`src/sv/qrs_sqrt_cell.sv`:
```
// One step of the digit-by-digit square root: one root bit per cell.
module qrs_sqrt_cell #(
    parameter int ROOT_BITS = 33,
    parameter int TAG_BITS  = 1
) (
    input  logic                     i_clk,
    input  logic                     i_rst_n,
    input  logic                     i_valid,
    input  logic [TAG_BITS-1:0]      i_tag,
    input  logic [2*ROOT_BITS-1:0]   i_rad,
    input  logic [ROOT_BITS+1:0]     i_rem,
    input  logic [ROOT_BITS-1:0]     i_root,
    output logic                     o_valid,
    output logic [TAG_BITS-1:0]      o_tag,
    output logic [2*ROOT_BITS-1:0]   o_rad,
    output logic [ROOT_BITS+1:0]     o_rem,
    output logic [ROOT_BITS-1:0]     o_root
);

    localparam int CW = ROOT_BITS + 4;

    logic                   r_valid;
    logic [TAG_BITS-1:0]    r_tag;
    logic [2*ROOT_BITS-1:0] r_rad;
    logic [ROOT_BITS+1:0]   r_rem;
    logic [ROOT_BITS-1:0]   r_root;

    logic [CW-1:0]          n_cur;
    logic [CW-1:0]          n_trial;
    logic [CW-1:0]          n_diff;
    logic                   n_take;
    logic [ROOT_BITS+1:0]   n_rem;
    logic [ROOT_BITS-1:0]   n_root;
    logic [2*ROOT_BITS-1:0] n_rad;

    always_comb begin
        // bring down the next two radicand bits and try root*4+1
        n_cur   = {i_rem, i_rad[2*ROOT_BITS-1 -: 2]};
        n_trial = CW'({i_root, 2'b01});
        n_take  = (n_cur >= n_trial);
        n_diff  = n_cur - n_trial;
        n_rem   = n_take ? n_diff[ROOT_BITS+1:0] : n_cur[ROOT_BITS+1:0];
        n_root  = {i_root[ROOT_BITS-2:0], n_take};
        n_rad   = {i_rad[2*ROOT_BITS-3:0], 2'b00};
    end

    always_ff @(posedge i_clk) begin
        if (!i_rst_n) begin
            r_valid <= 1'b0;
        end else begin
            r_valid <= i_valid;
        end
    end

    always_ff @(posedge i_clk) begin
        r_tag  <= i_tag;
        r_rad  <= n_rad;
        r_rem  <= n_rem;
        r_root <= n_root;
    end

    assign o_valid = r_valid;
    assign o_tag   = r_tag;
    assign o_rad   = r_rad;
    assign o_rem   = r_rem;
    assign o_root  = r_root;

endmodule

```
`config.mk`:
```
export PLATFORM = sky130hd
export DESIGN_NAME = qrs_sqrt_cell
export DESIGN_NICKNAME = d
export VERILOG_FILES = /design/src/sv/qrs_sqrt_cell.sv
export SDC_FILE = /design/constraint.sdc
export NUM_CORES = 1
export LEC_CHECK = 0
export ABC_AREA = 1
export BUFFER_PORTS_ARGS = -buffer_cell sky130_fd_sc_hd__clkbuf_2
export CORE_ASPECT_RATIO = 1.75
export CORE_MARGIN = 2
export CORE_UTILIZATION = 40
export CTS_CLUSTER_SIZE = 14
export DETAILED_ROUTE_END_ITERATION = 6
export GPL_TIMING_DRIVEN = 0
export PLACE_DENSITY = 0.7
export RECOVER_POWER = 50
export SKIP_CTS_REPAIR_TIMING = 1
export SYNTH_ARGS = -nofsm -noshare
export SYNTH_HDL_FRONTEND = slang
export SYNTH_SLANG_ARGS = --single-unit
```
`constraint.sdc`:
```
create_clock -name i_clk -period 2.42 [get_ports i_clk]
set_clock_uncertainty 0.1 [all_clocks]
set_input_delay 0.484 -clock i_clk [delete_from_list [all_inputs] [get_ports i_clk]]
set_output_delay 0.484 -clock i_clk [all_outputs]
set_load 0.005 [all_outputs]
```
==> results of run 1 <==
==> worst max-delay path, cell delays in order <==
cell and delay (ns):
clkbuf_2 0.08, inv_1 0.04, ha_1 0.35, a21oi_1 0.33
nand2_1 0.18, nand2_1 0.11, nand2_1 0.09, a21oi_2 0.17
nand4_4 0.20, buf_4 0.24, o21ai_1 0.24
==> registers in the layout (all words and copies together), names as in the netlist <==
name / flops
o_rad: 64
o_rem: 35
o_root: 33
o_tag: 1
o_valid: 1
==> area by class of cell <==
type | instances | area [um2] | share of cell area
plain buffers | 10 | 95.1 | 0.0117
multi-input cells | 520 | 2670 | 0.327
flip-flops and latches | 134 | 2680 | 0.329
well taps | 183 | 229 | 0.0281
clock inverters | 14 | 190 | 0.0233
inverters | 145 | 544 | 0.0668
clock buffers | 17 | 425 | 0.0522
repair buffers | 271 | 1310 | 0.161
==> worst min-delay path by stage <==
stage | end | slack (ns) | cells past startpoint
detailed placement | o_rad[12] | 0.49 | 1
CTS | o_rad[12] | 0.05 | 1
global placement | o_rad[57] | 0.49 | 1
finish | o_rad[61] | 0.06 | 1
floorplan | o_rad[10] | 0.41 | 0
global route | o_rad[12] | 0.04 | 1
==> metrics by stage <==
step                power, mW  hold slack [ns]  instances
global route             6.69           0.0431       1294
finish                   6.37           0.0610       1294
global placement         3.70            0.486       1263
floorplan                3.17            0.412        809
detailed placement       3.71            0.488       1263
CTS                      6.45           0.0475       1294
==> cell families after synthesis <==
logic type               Yosys count  share of synthesized area
AO/OA/AOI/OAI                     55                     0.0516
XOR/XNOR                          17                     0.0249
adder cells (fa/ha/maj)           35                     0.0731
buffers and inverters            155                      0.107
flip-flops                       134                      0.448
other                              1                   0.000626
AND/OR/NAND/NOR                  411                      0.295
==> Yosys cell counts, types with 2 or more instances <==
master	n
nor2_1	56
nor4_1	3
ha_1	35
buf_4	3
o21bai_1	7
o21ai_1	17
nand2_2	4
nand4_1	4
nor3_1	7
buf_6	6
o21ai_0	4
nor2_2	6
nand3b_1	10
dfxtp_1	134
nand2_1	252
a21oi_1	22
xor2_1	16
inv_1	143
nand3_1	63
clkinv_1	2
a21oi_2	3
==> power by group through the flow <==
stage / clock (mW) / sequential (mW) / combinational (mW)
floorplan: 0 / 2.55 / 0.620
global placement: 0 / 2.51 / 1.19
detailed placement: 0 / 2.51 / 1.20
CTS: 2.78 / 2.47 / 1.21
global route: 2.87 / 2.49 / 1.33
finish: 2.72 / 2.46 / 1.19
==> routing by layer <==
metal  up-vias  part of all wire
met5         -                 0
met4         0             0.049
met3        55             0.080
met2       249              0.55
met1      2669              0.32
li1       3074                 -
==> results.cfg, run 1 <==
[clock_tree]
clock_path_buffers = 2
cts_tree = yes
cts_num_sinks = 134
cts_max_level = 4
cts_buffers = 17
clockRootBuffer = clkbuf_16
path_clk_slew_ns = 0.06

[run_status]
status = finished clean

[die]
rows = 59
ios = 274
dieArea_um2 = 16000
die_h_um = 166
start_util = 0.406
die_width_um = 96.5
coreArea_um2 = 14800

[critical_path]
critPathLaunchType = input port
crit_required_ns = 2.63
crit_start = i_root[22]
cp.arrival_ns = 2.53
crit_fanout = 10
end_kind = flop
endpoint = o_rem[9]
critPathKind = in -> reg

[grt]
gr-total-overflow = 0
grt_max_degree = 17
met2_usage = 0.479
first_global_vias = 6046
antenna_found_initial = 0
grt_use_total = 0.245
grt_busiest_layer = met2
grt_pass1_wl_mm = 29.2
use_met1 = 0.214
grt_util_met3 = 0.0613

[route]
drtAntennaViolNets = 0
dr.pass1.iters = 4
via_per_inst = 4.67
drt_iter0_drc = 219
wl_mm = 19.6
vias = 6047
wire_per_inst_um = 15.2
drc_errors = 0

[pwr]
seq_power_share = 0.387
powerDensity_nw_per_um2 = 781
irDropWorstVdd_mv = 0.455
internal-power_mw = 4.55
sw_frac_of_total = 0.286
pwr-share-clk = 0.427
combPwrFrac = 0.186
leakage_nw = 4.63
switchingPower_mw = 1.82

[place]
port-buffer-count = 271
hpwl_mm = 16.5
post_dp_cell_area_um2 = 7580
gp_congestion = 0.961
dp_slack_ns = -0.286

[layout]
drive_gt1_frac = 0.266
design_area_um2 = 8150
nNetsFinal = 1272
final_cell_mix = 252 x nand2_1, 237 x clkbuf_2, 143 x inv_1
postLayoutCoreUtil = 0.552
insertedDiodeCount = 0
final_common_cell = nand2_1
syn_to_final_growth_pct = 36.1
nFillCells = 1537

[synth]
ys_seq_area_frac = 0.448
syn_inst = 808
yosysTopAreaCellShare = 0.448
ys_ff_latch = 134
synth_area_per_cell_um2 = 7.41
synth_cell_types = 32
synth_ff_type = dfxtp_1
synth.area.top_cells = dfxtp_1 45%, nand2_1 16%, inv_1 9.0%
yosysTopAreaCell = dfxtp_1
async_reset_ff_frac = 0
ys.warnings.count = 0
synth_edf_count = 0
syn-cell-area_um2 = 5990

[timing]
fin_crit_sh = 0.957
relSlewSlack = 0.630
tns_ns = 0
rsz0062_at_grt = false
slew_viol_final = 0
tightest_slew_ns = 0.553
setup-violations-final = 0
finalHoldViolations = 0
fmax_ghz = 0.432
fin_ws_ns = 0.104
period_minus_slack_ns = 2.32

[run]
maxCapViolations = 0

[min_path]
hold_path_class = in -> reg
min_from = i_rad[59]
(Power assumes the default switching activity.)
==> run 2, diff against run 1 <==
==> constraint.sdc (replaced) <==
create_clock -name i_clk -period 2.42 [get_ports i_clk]
set_clock_uncertainty 0.1 [all_clocks]
set_input_delay 0.484 -clock i_clk [delete_from_list [all_inputs] [get_ports i_clk]]
set_output_delay 0.484 -clock i_clk [all_outputs]
set_load 0.02 [all_outputs]
==> run 2 against run 1 <==
Compared with the run above:
- sequential power hardly changed
- utilization shrank 0.18 points
- critical path depth is the same
- sequential share of layout area up 0.11 points
- die area unchanged
- worst setup slack improved by 0.016 ns
- wire length up 0.48%
- first-iteration DRC count rose by 16%
- clock power is essentially flat
- fmax up 0.68%
- cell area down 0.32%
- worst hold slack is essentially flat
- highest routed layer unchanged
==> results.cfg, run 2 (same netlist as run 1, synthesis figures left out) <==
[place]
dp_slack_ns = -0.286
hpwl_mm = 16.5
port-buffer-count = 271
gp_congestion = 0.961

[die]
ios = 274
dieArea_um2 = 16000
rows = 59
die_width_um = 96.5
coreArea_um2 = 14800
start_util = 0.406
die_h_um = 166

[pwr]
leakage_nw = 4.56
powerDensity_nw_per_um2 = 812
seq_power_share = 0.374
pwr-share-clk = 0.411
combPwrFrac = 0.215
internal-power_mw = 4.54
switchingPower_mw = 2.06
sw_frac_of_total = 0.312
irDropWorstVdd_mv = 0.459

[critical_path]
critPathLaunchType = input port
slowest_delay_ns = 0.35
end_kind = flop
cp.arrival_ns = 2.52
crit_required_ns = 2.64
cp_common_cell = nand2_1
critPathKind = in -> reg
crit_chain = clkbuf_2 > inv_1 > ha_1 > a21oi_1 > nand2_1 > nand2_1 > nand2_1 > a21oi_2 > nand4_4 > buf_4 > o21ai_1
crit_path_top_delay_cell = ha_1
crit_fanout = 10

[timing]
period_minus_slack_ns = 2.30
tightest_slew_ns = 0.550
relSlewSlack = 0.632
fin_ws_ns = 0.119
finalHoldViolations = 0
setup-violations-final = 0
fmax_ghz = 0.435
slew_viol_final = 0
fin_crit_sh = 0.951
whs_ns = 0.0611
rsz0062_at_grt = false
tns_ns = 0

[clock_tree]
clockRootBuffer = clkbuf_16
path_clk_slew_ns = 0.07
cts_buffers = 17
cts_num_sinks = 134
clock_path_buffers = 2
cts_tree = yes
cts_max_level = 4

[run]
maxCapViolations = 0

[grt]
grt_max_degree = 17
antenna_found_initial = 0
grt_use_total = 0.245
gr-total-overflow = 0
first_global_vias = 6046
grt_pass1_wl_mm = 29.2

[route]
dr.pass1.iters = 5
drtAntennaViolNets = 0
wire_per_inst_um = 15.2
vias = 6060
wl_mm = 19.7
drc_errors = 0
drt_iter0_drc = 255
via_per_inst = 4.68

[layout]
syn_to_final_growth_pct = 35.7
largest_reg_flops = 64
final_cell_mix = 252 x nand2_1, 216 x clkbuf_2, 143 x inv_1
final_common_cell = nand2_1
nFillCells = 1548
seq_area_um2 = 2680
multi_input_area_um2 = 2670
insertedDiodeCount = 0
nNetsFinal = 1272
drive_gt1_frac = 0.248
postLayoutCoreUtil = 0.550

[run_status]
status = finished clean

[min_path]
hold_path_end = o_rad[63]
min_from = i_rad[61]
hold_path_class = in -> reg
whs_path_depth = 1
## run 2: cell counts in the layout (fill, tap and decap cells not counted)
Identical to the previous run, type by type.
## run 2: how the worst max path moves through the flow
| stage | to | depth (start not counted) | startpoint | slack (ns) |
|---|---|---|---|---|
| CTS | o_rem[10] | 11 | i_root[22] | 0.12 |
| floorplan | o_rem[0] | 15 | i_root[0] | 0.37 |
| global route | o_rem[11] | 11 | i_root[22] | 0.0009 |
| global placement | o_rem[10] | 11 | i_root[22] | -0.31 |
| finish | o_rem[10] | 11 | i_root[22] | 0.12 |
| detailed placement | o_rem[10] | 11 | i_root[22] | -0.29 |
## run 2: cell type report
cell class | count | share of cell area
flip-flops and latches | 134 | 0.330
multi-input cells | 520 | 0.329
repair buffers | 271 | 0.159
inverters | 145 | 0.0670
clock buffers | 17 | 0.0524
well taps | 183 | 0.0282
clock inverters | 14 | 0.0234
plain buffers | 10 | 0.0117
## run 2: power by group through the flow
stage | registers [mW] | logic, mW | clock network [mW]
after floorplan | 2.78 | 0.623 | 0
after global placement | 2.51 | 1.43 | 0
after detailed placement | 2.51 | 1.44 | 0
after CTS | 2.47 | 1.45 | 2.78
after global routing | 2.49 | 1.56 | 2.87
final | 2.46 | 1.42 | 2.71
## run 2: metrics by stage
step                instances  power [mW]  instance area (um2)
floorplan                 809        3.41                 5990
global placement         1263        3.94                 7580
detailed placement       1263        3.95                 7580
CTS                      1294        6.69                 8190
global route             1294        6.92                 8120
finish                   1294        6.60                 8120
## run 2: critical path: cells and delay by family
kind	cells	cell delay, ns
AOI/OAI and AO/OA	3	0.73
and+or+nand+nor	4	0.58
buffers and inverters	3	0.36
adders and majority gates	1	0.35
## run 2: routing by layer
layer / track usage / share of wire
met5: 0 / 0
met1: 0.214 / 0.32
met2: 0.479 / 0.55
met3: 0.0613 / 0.082
met4: 0.130 / 0.045
==> run 3, diff against run 2 <==
--- a/config.mk
+++ b/config.mk
@@ -6,14 +6,13 @@
 export NUM_CORES = 1
 export LEC_CHECK = 0
 export ABC_AREA = 1
-export BUFFER_PORTS_ARGS = -buffer_cell sky130_fd_sc_hd__clkbuf_2
 export CORE_ASPECT_RATIO = 1.75
 export CORE_MARGIN = 2
 export CORE_UTILIZATION = 40
 export CTS_CLUSTER_SIZE = 14
 export DETAILED_ROUTE_END_ITERATION = 6
+export DONT_BUFFER_PORTS = 1
 export GPL_TIMING_DRIVEN = 0
-export PLACE_DENSITY = 0.7
 export RECOVER_POWER = 50
 export SKIP_CTS_REPAIR_TIMING = 1
 export SYNTH_ARGS = -nofsm -noshare
==> run 3 against run 2 <==
Compared with the run above:
- wire length fell by 1.1%
- non-clock buffer count fell by 174
- critical path depth did not move
- via count is 12% lower
- utilization down 2.4 points
- sequential share of layout area is 1.5 points higher
- die area stayed put
- combinational power is 32% lower
- largest cell class unchanged
==> results.cfg, run 3 (same netlist as run 1, synthesis figures left out) <==
[critical_path]
cpLargestDelayFamily = simple AND/OR/NAND/NOR gates
crit_start = i_root[23]
cp.arrival_ns = 2.40
crit_fanout = 10
crit_path_top_delay_cell = ha_1
end_kind = flop
slowest_delay_ns = 0.40
crit_required_ns = 2.68
crit_chain = inv_1 > ha_1 > nand2_1 > nor2_2 > nand2_1 > nor2_2 > nand3_1 > nand4_4 > buf_6 > nand3_1 > nand2_1
cp.buffers_inverters = 2
cp_common_cell = nand2_1
critPathLaunchType = input port
critPathKind = in -> reg

[place]
dp_slack_ns = -0.149
dp_cells = 992
hpwl_mm = 15.3
post_dp_cell_area_um2 = 6220
port-buffer-count = 0
gp_congestion = 0.984

[layout]
final_cell_mix = 252 x nand2_1, 143 x inv_1, 134 x dfxtp_1
drive_gt1_frac = 0.0640
largest_reg_flops = 64
nNetsFinal = 1098
final_cells = 1121
syn_to_final_growth_pct = 29.8
final_common_cell = nand2_1
nFillCells = 1466
design_area_um2 = 7770
postLayoutCoreUtil = 0.526
insertedDiodeCount = 0

[timing]
whs_ns = 0.0882
tns_ns = 0
fmax_ghz = 0.466
rsz0062_at_grt = false
setup-violations-final = 0
tightest_slew_ns = 0.497
slew_viol_final = 0
finalHoldViolations = 0
fin_crit_sh = 0.887
relSlewSlack = 0.668
fin_ws_ns = 0.273
period_minus_slack_ns = 2.15

[die]
rows = 59
ios = 274
dieArea_um2 = 16000
coreArea_um2 = 14800
die_width_um = 96.5
die_h_um = 166
start_util = 0.406

[clock_tree]
clock_path_buffers = 2
path_clk_slew_ns = 0.07
cts_tree = yes
cts_num_sinks = 134
cts_buffers = 17
cts_max_level = 4
clockRootBuffer = clkbuf_16

[grt]
first_global_vias = 5002
grt_pass1_wl_mm = 26.8
antenna_found_initial = 0
grt_use_total = 0.230
grt_max_degree = 17
gr-total-overflow = 0

[pwr]
power_mw = 6.25
leakage_nw = 4.00
irDropWorstVdd_mv = 0.401
powerDensity_nw_per_um2 = 805

[route]
wl_mm = 19.5
wire_per_inst_um = 17.4
drtAntennaViolNets = 0
drt_iter0_drc = 185
via_per_inst = 4.78
drc_errors = 0
vias = 5362
dr.pass1.iters = 4

[min_path]
hold_path_class = in -> reg
min_from = i_valid

[run]
maxCapViolations = 0

[run_status]
status = finished clean
-- run 3: cell count changes in the layout (fill, tap and decap cells not counted), sizes merged --
cell / previous run / this run
clkbuf: 288 / 17
dlygate4sd3: 0 / 97
clkinv: 3 / 7
bufinv: 3 / 0
clkinvlp: 3 / 1
inv: 150 / 152
-- run 3: area by class of cell --
class	instances	area, um2	share of cell area
clock inverters	15	154	0.0198
inverters	145	544	0.0700
multi-input cells	520	2670	0.343
clock buffers	17	425	0.0548
well taps	183	229	0.0295
flip-flops and latches	134	2680	0.345
repair buffers	97	971	0.125
plain buffers	10	95.1	0.0122
-- run 3: final timing paths --
path	endpoint	slack (ns)	cells after the start
setup / recovery	o_rem[25]	0.27	11
hold / removal	o_valid	0.09	2
-- run 3: routing by layer --
metal,vias to the layer above,global-route usage,routed length [um]
li1,2733,-,-
met1,2369,0.190,6000
met2,220,0.461,11400
met3,40,0.0617,1400
met4,0,0.118,717
met5,-,0,0
-- run 3: report_power, final --
part	switching, mW	total (mW)	internal [mW]	leakage [nW]
registers	0.350	2.77	2.42	1.13
logic	0.571	0.964	0.393	2.58
clock network	1.15	2.52	1.38	0.284
total	2.07	6.25	4.19	4.00
