File: src/sv/qrs_div_cell.sv
// One restoring division step for two lanes sharing a divisor: one quotient bit per cell.
module qrs_div_cell #(
    parameter int DEN_BITS = 33,
    parameter int QUO_BITS = 50,
    parameter int TAG_BITS = 4
) (
    input  logic                           i_clk,
    input  logic                           i_rst_n,
    input  logic                           i_valid,
    input  logic [TAG_BITS-1:0]            i_tag,
    input  logic [DEN_BITS-1:0]            i_den,
    input  logic [1:0][QUO_BITS-1:0]       i_num,
    input  logic [1:0][DEN_BITS-1:0]       i_rem,
    input  logic [1:0][QUO_BITS-1:0]       i_quo,
    output logic                           o_valid,
    output logic [TAG_BITS-1:0]            o_tag,
    output logic [DEN_BITS-1:0]            o_den,
    output logic [1:0][QUO_BITS-1:0]       o_num,
    output logic [1:0][DEN_BITS-1:0]       o_rem,
    output logic [1:0][QUO_BITS-1:0]       o_quo
);

    logic                       r_valid;
    logic [TAG_BITS-1:0]        r_tag;
    logic [DEN_BITS-1:0]        r_den;
    logic [1:0][QUO_BITS-1:0]   r_num;
    logic [1:0][DEN_BITS-1:0]   r_rem;
    logic [1:0][QUO_BITS-1:0]   r_quo;

    logic [1:0][DEN_BITS:0]     n_cur;
    logic [1:0][DEN_BITS:0]     n_diff;
    logic [1:0]                 n_take;
    logic [1:0][QUO_BITS-1:0]   n_num;
    logic [1:0][DEN_BITS-1:0]   n_rem;
    logic [1:0][QUO_BITS-1:0]   n_quo;

    always_comb begin
        for (int l = 0; l < 2; l++) begin
            // shift in the next dividend bit, subtract where it fits
            n_cur[l]  = {i_rem[l], i_num[l][QUO_BITS-1]};
            n_take[l] = (n_cur[l] >= {1'b0, i_den});
            n_diff[l] = n_cur[l] - {1'b0, i_den};
            n_rem[l]  = n_take[l] ? n_diff[l][DEN_BITS-1:0] : n_cur[l][DEN_BITS-1:0];
            n_quo[l]  = {i_quo[l][QUO_BITS-2:0], n_take[l]};
            n_num[l]  = {i_num[l][QUO_BITS-2:0], 1'b0};
        end
    end

    always_ff @(posedge i_clk) begin
        if (!i_rst_n) begin
            r_valid <= 1'b0;
        end else begin
            r_valid <= i_valid;
        end
    end

    always_ff @(posedge i_clk) begin
        r_tag <= i_tag;
        r_den <= i_den;
        r_num <= n_num;
        r_rem <= n_rem;
        r_quo <= n_quo;
    end

    assign o_valid = r_valid;
    assign o_tag   = r_tag;
    assign o_den   = r_den;
    assign o_num   = r_num;
    assign o_rem   = r_rem;
    assign o_quo   = r_quo;

endmodule

File: config.mk
export PLATFORM = sky130hd
export DESIGN_NAME = qrs_div_cell
export DESIGN_NICKNAME = d
export VERILOG_FILES = /design/src/sv/qrs_div_cell.sv
export SDC_FILE = /design/constraint.sdc
export NUM_CORES = 1
export LEC_CHECK = 0
export BUFFER_PORTS_ARGS = -buffer_cell sky130_fd_sc_hd__buf_2
export CAP_MARGIN = 20
export CORE_AREA = 5 5 232 234
export CTS_CLUSTER_DIAMETER = 60
export DETAILED_ROUTE_END_ITERATION = 10
export DIE_AREA = 0 0 237 239
export PLACE_DENSITY = 0.41
export SYNTH_ARGS = -nofsm -noshare
export SYNTH_HDL_FRONTEND = slang
export SYNTH_SLANG_ARGS = --single-unit
export TNS_END_PERCENT = 1
File: constraint.sdc
create_clock -name i_clk -period 6.7 [get_ports i_clk]
set_input_delay 0.67 -clock i_clk [delete_from_list [all_inputs] [get_ports i_clk]]
set_output_delay 0.67 -clock i_clk [all_outputs]
set_load 0.02 [all_outputs]
==> results of run 1 <==
## flip-flops by register name, indices dropped and copies added, names as in the netlist
name,count
o_valid,1
o_num,98
o_quo,100
o_den,33
o_tag,4
o_rem,66
## worst paths after layout
kind	cells past startpoint	end	startpoint
worst max-delay path	14	o_rem[65]	i_num[99]
worst min-delay path	1	o_num[74]	i_num[73]
## final cells by class
cell class | instances | area share
Clock buffer | 55 | 0.0734
Antenna cell | 5 | 0.000785
Sequential cell | 302 | 0.379
Inverter | 60 | 0.0144
Timing Repair Buffer | 607 | 0.191
Tap cell | 688 | 0.0540
Clock inverter | 19 | 0.0155
Multi-Input combinational cell | 570 | 0.272
## synthesized netlist by cell type, types with 5 or more instances
library cell	n	area (um^2)
a211oi_1	7	52.6
a21boi_0	5	37.5
a21o_1	37	278
a21oi_1	57	285
a31oi_1	7	43.8
and3_1	10	62.6
clkbuf_1	17	63.8
dfxtp_1	302	6050
ha_1	66	826
inv_1	58	218
mux2_1	22	248
mux2_2	7	78.8
mux2_4	19	285
nand2_1	40	150
nand3_1	17	85.1
nand4_1	13	81.3
nor2_1	48	180
nor2b_1	6	37.5
nor3_1	17	85.1
o211ai_1	10	75.1
o21a_1	13	97.6
o21ai_0	34	170
o21bai_1	5	37.5
o31ai_1	12	90.1
or2_2	5	31.3
xnor2_1	32	280
xor2_1	15	131
## power by group
group | leakage (nW) | internal (mW) | switching, mW | total, mW
clock | 0.688 | 1.37 | 0.893 | 2.26
combinational | 4.64 | 0.395 | 0.646 | 1.04
sequential | 2.55 | 1.96 | 0.0509 | 2.01
## metrics by stage
stage | power (mW) | hold WS, ns | cells | setup slack, ns | cell area [um^2]
after CTS | 5.42 | 0.143 | 2301 | 2.54 | 15900
final | 5.31 | 0.193 | 2306 | 2.56 | 15900
after floorplan | 2.65 | 0.698 | 957 | 2.87 | 10700
after detailed placement | 3.11 | 0.774 | 2227 | 1.95 | 14500
after global routing | 5.56 | 0.155 | 2301 | 2.26 | 15900
after global placement | 3.11 | 0.773 | 2227 | 1.98 | 14500
## per-layer routing
layer,GRT usage,share of wire
met3,0.0791,0.089
met2,0.345,0.51
met1,0.198,0.36
met5,0,0.0051
met4,0.0544,0.030
## cell families (layout without fill, tap and decap cells)
group / Yosys count / in the layout / share of synthesized area
xor gates and xnor gates: 47 / 47 / 0.0384
buffers and inverters: 85 / 741 / 0.0334
and+or+nand+nor: 180 / 180 / 0.0833
muxes: 50 / 50 / 0.0589
AOI/OAI and AO/OA: 223 / 223 / 0.141
DFF: 302 / 302 / 0.564
other: 1 / 7 / 0.000350
adders and majority gates: 68 / 68 / 0.0807
## critical path, delay by kind of cell
kind,cells,cell delay (ns)
compound gates,7,2.42
mux,1,0.39
buf+inv,4,0.44
fa+ha+maj,2,0.57
==> summary.md, run 1 <==
| Metric | Value |
|---|---|
| Post-route ant nets | `0` |
| Hold Fails Final Rpt | `0` |
| Nets | `1957` |
| DR pass1 iterations | `4` |
| Mapped cell area | `0.0107 mm^2` |
| Clock Tree Root | `clkbuf_16` |
| Cts hold-fix bufs | `0` |
| Max Root-Sink Buffers | `3` |
| Max Cap Viol | `0` |
| I/O Buffers | `605` |
| Clock H-tree levels | `2` |
| Post CTS Setup Buffer Count | `0` |
| Largest net degree at the start of global routing | `28` |
| Worst slew margin | `0.296` |
| DR iter-0 viols | `309` |
| Die width | `237 um` |
| Antenna violations before repair | `33` |
| GRT Overall Usage | `0.188` |
| Syn Inst Count | `956` |
| Fin crit period | `4.14 ns` |
| Slew @ Worst Pin | `1.05 ns` |
| Final setup violation count | `0` |
| Worst ir drop on vdd | `0.192 mV` |
| Seq cells post-synth | `302` |
| CP cell instances | `buf_2, inv_1, ha_1, inv_1, fa_1, a21o_1, a221oi_2, o221ai_2, a2111o_1, a211oi_2, o31a_4, o21a_1, inv_6, mux2_1` |
| Post-Syn Area per Cell | `11.2 um^2` |
| Clock transition at the registers of the reported paths | `0.06 ns` |
| Final WL | `56.5 mm` |
| Post-cts sizing count | `0` |
| Yosys warning count | `0` |
| Clock sinks | `302` |
| TritonCTS buffer count | `42` |
| Sequential cell area | `0.00605 mm^2` |
| Multi-input logic area | `0.00433 mm^2` |
| CP max stage cell | `a2111o_1` |
| Asr flop ratio synth | `0` |
| Initial Util | `0.207` |
| Critical Path Fanout Max | `27` |
| Final TNS setup | `0 ns` |
| Most common cell after layout, fill and taps aside | `buf_2` |
| TritonCTS clock tree | `done` |
| Max Freq | `242 MHz` |
| Most frequent CP cell | `inv_1` |
| Critical path arrival | `4.57 ns` |
| Die Y | `239 um` |
| Vias per cell | `4.20` |
| Ys flop type | `dfxtp_1` |
| Post-layout util | `0.308` |
| Post-synth EDFFs | `0` |
| Leak Pwr | `7.88 nW` |
| DR vias | `9683` |
| Worst Hold Class | `in -> reg` |
| Vias in the first global route | `9904` |
| Setup crit end kind | `register` |
| Largest stage delay, worst path | `0.52 ns` |
| Full die area | `0.0566 mm^2` |
| Pwr/cell area | `333 mW/mm^2` |
| Layout area overhead | `48.6%` |
| Setup CP Type | `in -> reg` |
| Max-slew violations | `0` |
| Fill count | `5539` |
| WL per Instance | `24.5 um` |
| Most frequent cells in the layout | `buf_2, dfxtp_1, ha_1` |
| DRC | `0` |
| GPL Wtd Cong | `0.918` |
| Unrepaired setup endpoints after global routing | `no` |
| Num rows | `84` |
| Core Region | `0.0518 mm^2` |
| I/O pin count | `610` |
| Critical path startpoint category | `input pin` |
| Layout cells sized above 1 | `0.445` |
| First-pass GRT wire length | `75.9 mm` |
| WP data required | `7.14 ns` |
| HPWL Detailed | `48.3 mm` |
| Final worst path period share | `0.617` |
| Post-synthesis cell type count | `71` |
| Grt ovf | `0` |
| Register area share after synthesis | `0.564` |
| Status | `complete, no violations` |
Power figures use the tool's default switching activity.
==> run 2, diff against run 1 <==
--- a/config.mk
+++ b/config.mk
@@ -11,7 +11,7 @@
 export CTS_CLUSTER_DIAMETER = 60
 export DETAILED_ROUTE_END_ITERATION = 10
 export DIE_AREA = 0 0 237 239
-export PLACE_DENSITY = 0.41
+export PLACE_DENSITY = 0.43
 export SYNTH_ARGS = -nofsm -noshare
 export SYNTH_HDL_FRONTEND = slang
 export SYNTH_SLANG_ARGS = --single-unit
==> constraint.sdc (replaced) <==
create_clock -name i_clk -period 3.65 [get_ports i_clk]
set_input_delay 0.365 -clock i_clk [delete_from_list [all_inputs] [get_ports i_clk]]
set_output_delay 0.365 -clock i_clk [all_outputs]
set_load 0.02 [all_outputs]
==> run 2 against run 1 <==
Against the previous run: critical path depth unchanged; clock-buffer cell count decreased by 3; non-clock buffer count increased by 268; total power increased by 91%; highest routed layer unchanged.
==> summary.md, run 2 (synthesis results as in run 1) <==
| Metric | Value |
|---|---|
| CP max stage cell | `dlygate4sd3_1` |
| Post-layout util | `0.359` |
| Clock sinks | `302` |
| Final Cell Area | `0.0186 mm^2` |
| Max Cap Viol | `0` |
| Area after DPL | `0.0148 mm^2` |
| TritonCTS clock tree | `done` |
| Max-slew violations | `0` |
| Fin crit period | `3.50 ns` |
| DR pass1 iterations | `5` |
| Hold Fails Final Rpt | `0` |
| Max FFs per register | `100` |
| Die width | `237 um` |
| Critical path arrival | `3.93 ns` |
| Min setup slack post-route | `0.145 ns` |
| Initial Util | `0.207` |
| Largest stage delay, worst path | `0.53 ns` |
| Clock transition at the registers of the reported paths | `0.05 ns` |
| Final TNS setup | `0 ns` |
| Critical Path Fanout Max | `27` |
| DR vias | `10.8k` |
| Worst path top cell family by delay | `compound AO/OA/AOI/OAI gates` |
| Clock Tree Root | `clkbuf_16` |
| Post-route ant nets | `0` |
| Most common cell after layout, fill and taps aside | `buf_2` |
| Layout area overhead | `73.4%` |
| Num rows | `84` |
| I/O Buffers | `605` |
| Final WL | `60.8 mm` |
| Unrepaired setup endpoints after global routing | `no` |
| DP Worst Slack | `0.00300 ns` |
| Worst ir drop on vdd | `0.266 mV` |
| GRT Overall Usage | `0.204` |
| Pwr/cell area | `546 mW/mm^2` |
| Max Root-Sink Buffers | `3` |
| TritonCTS buffer count | `43` |
| Vias in the first global route | `11.6k` |
| Largest net degree at the start of global routing | `28` |
| WP data required | `4.08 ns` |
| Critical path startpoint category | `input pin` |
| Max Freq | `285 MHz` |
| Setup crit end kind | `register` |
| CP cell instances | `dlygate4sd3_1, buf_2, inv_1, fa_1, a21o_1, a221oi_2, buf_4, o221ai_2, a2111o_1, a211oi_2, o31a_4, o21a_1, inv_6, mux2_1` |
| Leak Pwr | `9.05 nW` |
| Worst Hold Class | `in -> reg` |
| Most frequent cells in the layout | `buf_2, dfxtp_1, dlygate4sd3_1` |
| GPL Wtd Cong | `0.926` |
| Core Region | `0.0518 mm^2` |
| Vias per cell | `4.20` |
| DR iter-0 viols | `394` |
| HPWL Detailed | `50.4 mm` |
| Setup CP Type | `in -> reg` |
| Status | `complete, no violations` |
| Grt ovf | `0` |
| WL per Instance | `23.6 um` |
| Fill count | `5243` |
| Nets | `2226` |
| Final worst path period share | `0.960` |
| I/O pin count | `610` |
| Post-cts sizing count | `0` |
| Bufs and invs on worst path | `5` |
| Worst slew margin | `0.629` |
| Slew @ Worst Pin | `0.543 ns` |
| Final setup violation count | `0` |
| Full die area | `0.0566 mm^2` |
| Layout cells sized above 1 | `0.400` |
| DRC | `0` |
| Antenna violations before repair | `22` |
| Clock H-tree levels | `2` |
| First-pass GRT wire length | `83.8 mm` |
| Die Y | `239 um` |
-- run 2: cell count changes in the layout (fill, tap and decap cells not counted), sizes merged, moves of 2 or more --
cell	change
clkbuf	-3
buf	+32
bufinv	+2
dlygate4sd3	+236
clkinv	+2
-- run 2: metal layers --
metal  wire length [um]  vias to the layer above  GRT usage
met5                153                        -          0
met4               2370                       24     0.0721
met3               4720                      111     0.0676
met2              30600                      421      0.367
met1              22900                     5076      0.225
li1                   -                     5188          -
-- run 2: timing repair --
action / in CTS / in global routing
hold buffers: 236 / 0
endpoints found under the hold margin: 235 / 0
setup buffers: 0 / 0
-- run 2: path summary, 6_finish.rpt --
check,depth (start not counted),slack (ns),from,to
max,14,0.15,i_den[1],o_rem[39]
min,2,0.05,i_rem[36],o_rem[37]
-- run 2: metrics by stage --
stage	hold slack [ns]	total power [mW]	instances
3_3_place_gp	0.468	5.79	2259
4_1_cts	0.00167	10.3	2571
2_1_floorplan	0.393	4.86	957
6_report	0.0513	10.2	2577
3_5_place_dp	0.469	5.78	2259
5_1_grt	0.0154	10.6	2574
-- run 2: final cells by class --
class | instances | area (um^2) | share of cell area
antenna | 6 | 15.0 | 0.000807
clock buffer | 52 | 1160 | 0.0624
clock inverter | 24 | 292 | 0.0157
inverter | 60 | 230 | 0.0124
multi-input combinational | 570 | 4330 | 0.233
sequential | 302 | 6050 | 0.325
tap | 688 | 861 | 0.0463
timing repair buffer | 875 | 5670 | 0.305
-- run 2: report_power, final --
| group | switching [mW] | leakage (nW) | total [mW] | internal (mW) |
|---|---|---|---|---|
| clock | 1.61 | 0.706 | 4.24 | 2.63 |
| combinational | 1.28 | 5.79 | 2.21 | 0.936 |
| sequential | 0.101 | 2.55 | 3.70 | 3.60 |
| total | 2.99 | 9.05 | 10.2 | 7.17 |
==> run 3, diff against run 2 <==
--- a/config.mk
+++ b/config.mk
@@ -5,13 +5,14 @@
 export SDC_FILE = /design/constraint.sdc
 export NUM_CORES = 1
 export LEC_CHECK = 0
+export ABC_AREA = 1
 export BUFFER_PORTS_ARGS = -buffer_cell sky130_fd_sc_hd__buf_2
 export CAP_MARGIN = 20
-export CORE_AREA = 5 5 232 234
+export CORE_AREA = 5 5 237 239
 export CTS_CLUSTER_DIAMETER = 60
 export DETAILED_ROUTE_END_ITERATION = 10
-export DIE_AREA = 0 0 237 239
-export PLACE_DENSITY = 0.43
+export DIE_AREA = 0 0 242 244
+export PLACE_DENSITY = 0.45
 export SYNTH_ARGS = -nofsm -noshare
 export SYNTH_HDL_FRONTEND = slang
 export SYNTH_SLANG_ARGS = --single-unit
==> run 3 against run 2 <==
Against the previous run: final area grew 7.6%; global-route usage grew 4.0 points; critical endpoint is now o_rem[62]; wire length grew 23%; total power shrank 0.82%; sequential power is essentially flat; largest power group unchanged; worst hold slack lost 0.0070 ns; non-clock buffer count shrank 34.
==> summary.md, run 3 <==
| Metric | Value |
|---|---|
| DR pass1 iterations | `5` |
| Final WL | `75.0 mm` |
| GRT Overall Usage | `0.244` |
| WP data required | `4.15 ns` |
| Syn Inst Count | `1637` |
| Layout area overhead | `59.6%` |
| Vias in the first global route | `14.0k` |
| DR iter-0 viols | `556` |
| Combinational share of power | `0.233` |
| TritonCTS buffer count | `40` |
| Hold Path Stages | `1` |
| Initial Util | `0.234` |
| DRC | `0` |
| Ys flop type | `dfxtp_1` |
| Largest cells by area after synthesis | `dfxtp_1, nand2_1, inv_1, ha_1, nand3_1` |
| Mapped cell area | `0.0125 mm^2` |
| Nets | `2874` |
| Clock sinks | `302` |
| Clock H-tree levels | `2` |
| Largest area contributor in the netlist | `dfxtp_1` |
| I/O pin count | `610` |
| First-pass GRT wire length | `104 mm` |
| Post-synth EDFFs | `0` |
| Hold Fails Final Rpt | `0` |
| Full die area | `0.0590 mm^2` |
| Max Freq | `363 MHz` |
| Pwr/cell area | `503 mW/mm^2` |
| Pint | `6.79 mW` |
| WL per Instance | `23.2 um` |
| Clock transition at the registers of the reported paths | `0.06 ns` |
| Final worst path period share | `0.755` |
| Unrepaired setup endpoints after global routing | `no` |
| Most common cell after layout, fill and taps aside | `buf_2` |
| Critical path arrival | `3.25 ns` |
| Status | `complete, no violations` |
| Largest net degree at the start of global routing | `36` |
| Max-slew violations | `0` |
| Post-route ant nets | `0` |
| Final TNS setup | `0 ns` |
| Num rows | `85` |
| HPWL Detailed | `63.3 mm` |
| GPL Wtd Cong | `0.920` |
| Leading post-synthesis cells by instance count | `nand2_1, dfxtp_1, inv_1` |
| Clk pwr share | `0.402` |
| Worst ir drop on vdd | `0.432 mV` |
| Post-synthesis cell type count | `33` |
| Max Cap Viol | `0` |
| Setup crit end kind | `register` |
| Post-cts sizing count | `0` |
| TritonCTS clock tree | `done` |
| HP Start | `i_den[6]` |
| Critical path startpoint category | `input pin` |
| Yosys warning count | `0` |
| Hold EP | `o_den[6]` |
| Switching Share | `0.326` |
| Final setup violation count | `0` |
| Seq cells post-synth | `302` |
| DR vias | `13.4k` |
| I/O Buffers | `605` |
| Core Region | `0.0536 mm^2` |
| Worst Hold Class | `in -> reg` |
| Asr flop ratio synth | `0` |
| Clock Tree Root | `clkbuf_16` |
| Sw Pwr | `3.28 mW` |
| Leak Pwr | `10.9 nW` |
| Count leader, synth | `nand2_1` |
| Fin crit period | `2.75 ns` |
| Critical Path Fanout Max | `26` |
| Die Y | `244 um` |
| Most frequent cells in the layout | `buf_2, nand2_1, dfxtp_1` |
| Die width | `242 um` |
| Max FFs per register | `100` |
| Grt ovf | `0` |
| Hold Slack | `0.0443 ns` |
| Register area share after synthesis | `0.482` |
| Setup CP Type | `in -> reg` |
| Synth top area share | `0.482` |
| Vias per cell | `4.15` |
| Fraction of power consumed by sequential logic | `0.365` |
| Layout cells sized above 1 | `0.291` |
| Max Root-Sink Buffers | `3` |
| Post-Syn Area per Cell | `7.66 um^2` |
| Antenna violations before repair | `17` |
## run 3: changes by cell type in the layout (fill, tap and decap cells not counted), moves of 19 or more
cell / previous run / this run
nand3_1: 17 / 124
o21ai_0: 34 / 2
nand2_1: 40 / 580
nand3b_1: 2 / 21
mux2_1: 22 / 0
a21o_1: 37 / 4
xnor2_1: 32 / 2
buf_4: 32 / 4
mux2_4: 19 / 0
inv_1: 58 / 279
nor2_1: 48 / 73
## run 3: layout make-up
class                   count  area [um^2]
well taps                 696          871
multi-input cells        1028         5260
inverters                 287         1080
flip-flops and latches    302         6050
clock buffers              53         1130
repair buffers            841         5380
clock inverters            20          241
diodes                      5         12.5
fillers                  5668        33600
## run 3: kinds of logic after synthesis
kind of cell               share of synthesized area
AOI/OAI and AO/OA                             0.0202
other                                       0.000299
DFF                                            0.482
buffers and inverters                         0.0991
and+or+nand+nor                                0.310
xor gates and xnor gates                      0.0196
adders and majority gates                     0.0690
## run 3: how the worst max path moves through the flow
stage                     slack, ns      start        end
after floorplan                1.78  i_num[99]  o_rem[58]
after global placement         0.85  i_den[29]  o_rem[62]
after detailed placement       0.87  i_den[29]  o_rem[62]
after CTS                      0.91  i_den[29]  o_rem[62]
after global routing           0.80  i_den[29]  o_rem[62]
final                          0.90  i_den[29]  o_rem[62]
## run 3: metal layers
metal | GRT usage | routed length [um] | vias up
li1 | - | - | 6720
met5 | 0 | 53 | -
met4 | 0.0958 | 3330 | 8
met1 | 0.286 | 30600 | 6084
met2 | 0.427 | 36300 | 492
met3 | 0.0637 | 4710 | 101
## run 3: metrics by stage
step / area, um^2 / util / cells / power (mW) / setup WS, ns
floorplan: 12500 / - / 1638 / 4.94 / 1.78
finish: 20000 / 0.373 / 3232 / 10.1 / 0.896
CTS: 20000 / 0.373 / 3227 / 10.2 / 0.913
global route: 20000 / 0.373 / 3229 / 10.5 / 0.803
global placement: 16300 / 0.304 / 2922 / 5.91 / 0.853
detailed placement: 16300 / 0.304 / 2922 / 5.90 / 0.868
## run 3: timing repair
item	in CTS	in global routing
setup buffers	0	0
endpoints found under the hold margin	232	0
hold buffers	232	0
## run 3: power groups by stage
| stage | combinational [mW] | sequential, mW | clock, mW |
|---|---|---|---|
| CTS | 2.38 | 3.68 | 4.18 |
| floorplan | 0.839 | 4.10 | 0 |
| global placement | 2.16 | 3.74 | 0 |
| detailed placement | 2.16 | 3.74 | 0 |
| global route | 2.55 | 3.70 | 4.29 |
| finish | 2.35 | 3.67 | 4.05 |
## run 3: worst max-delay path, cell delays in order
cell,delay (ns)
dlygate4sd3_1,0.53
buf_2,0.13
inv_1,0.17
ha_1,0.36
nand2_1,0.19
inv_1,0.05
nand2_1,0.06
nand3_1,0.09
a21oi_1,0.26
nand2_2,0.13
nor2_8,0.24
buf_4,0.36
nand3_1,0.17
nand2_1,0.10
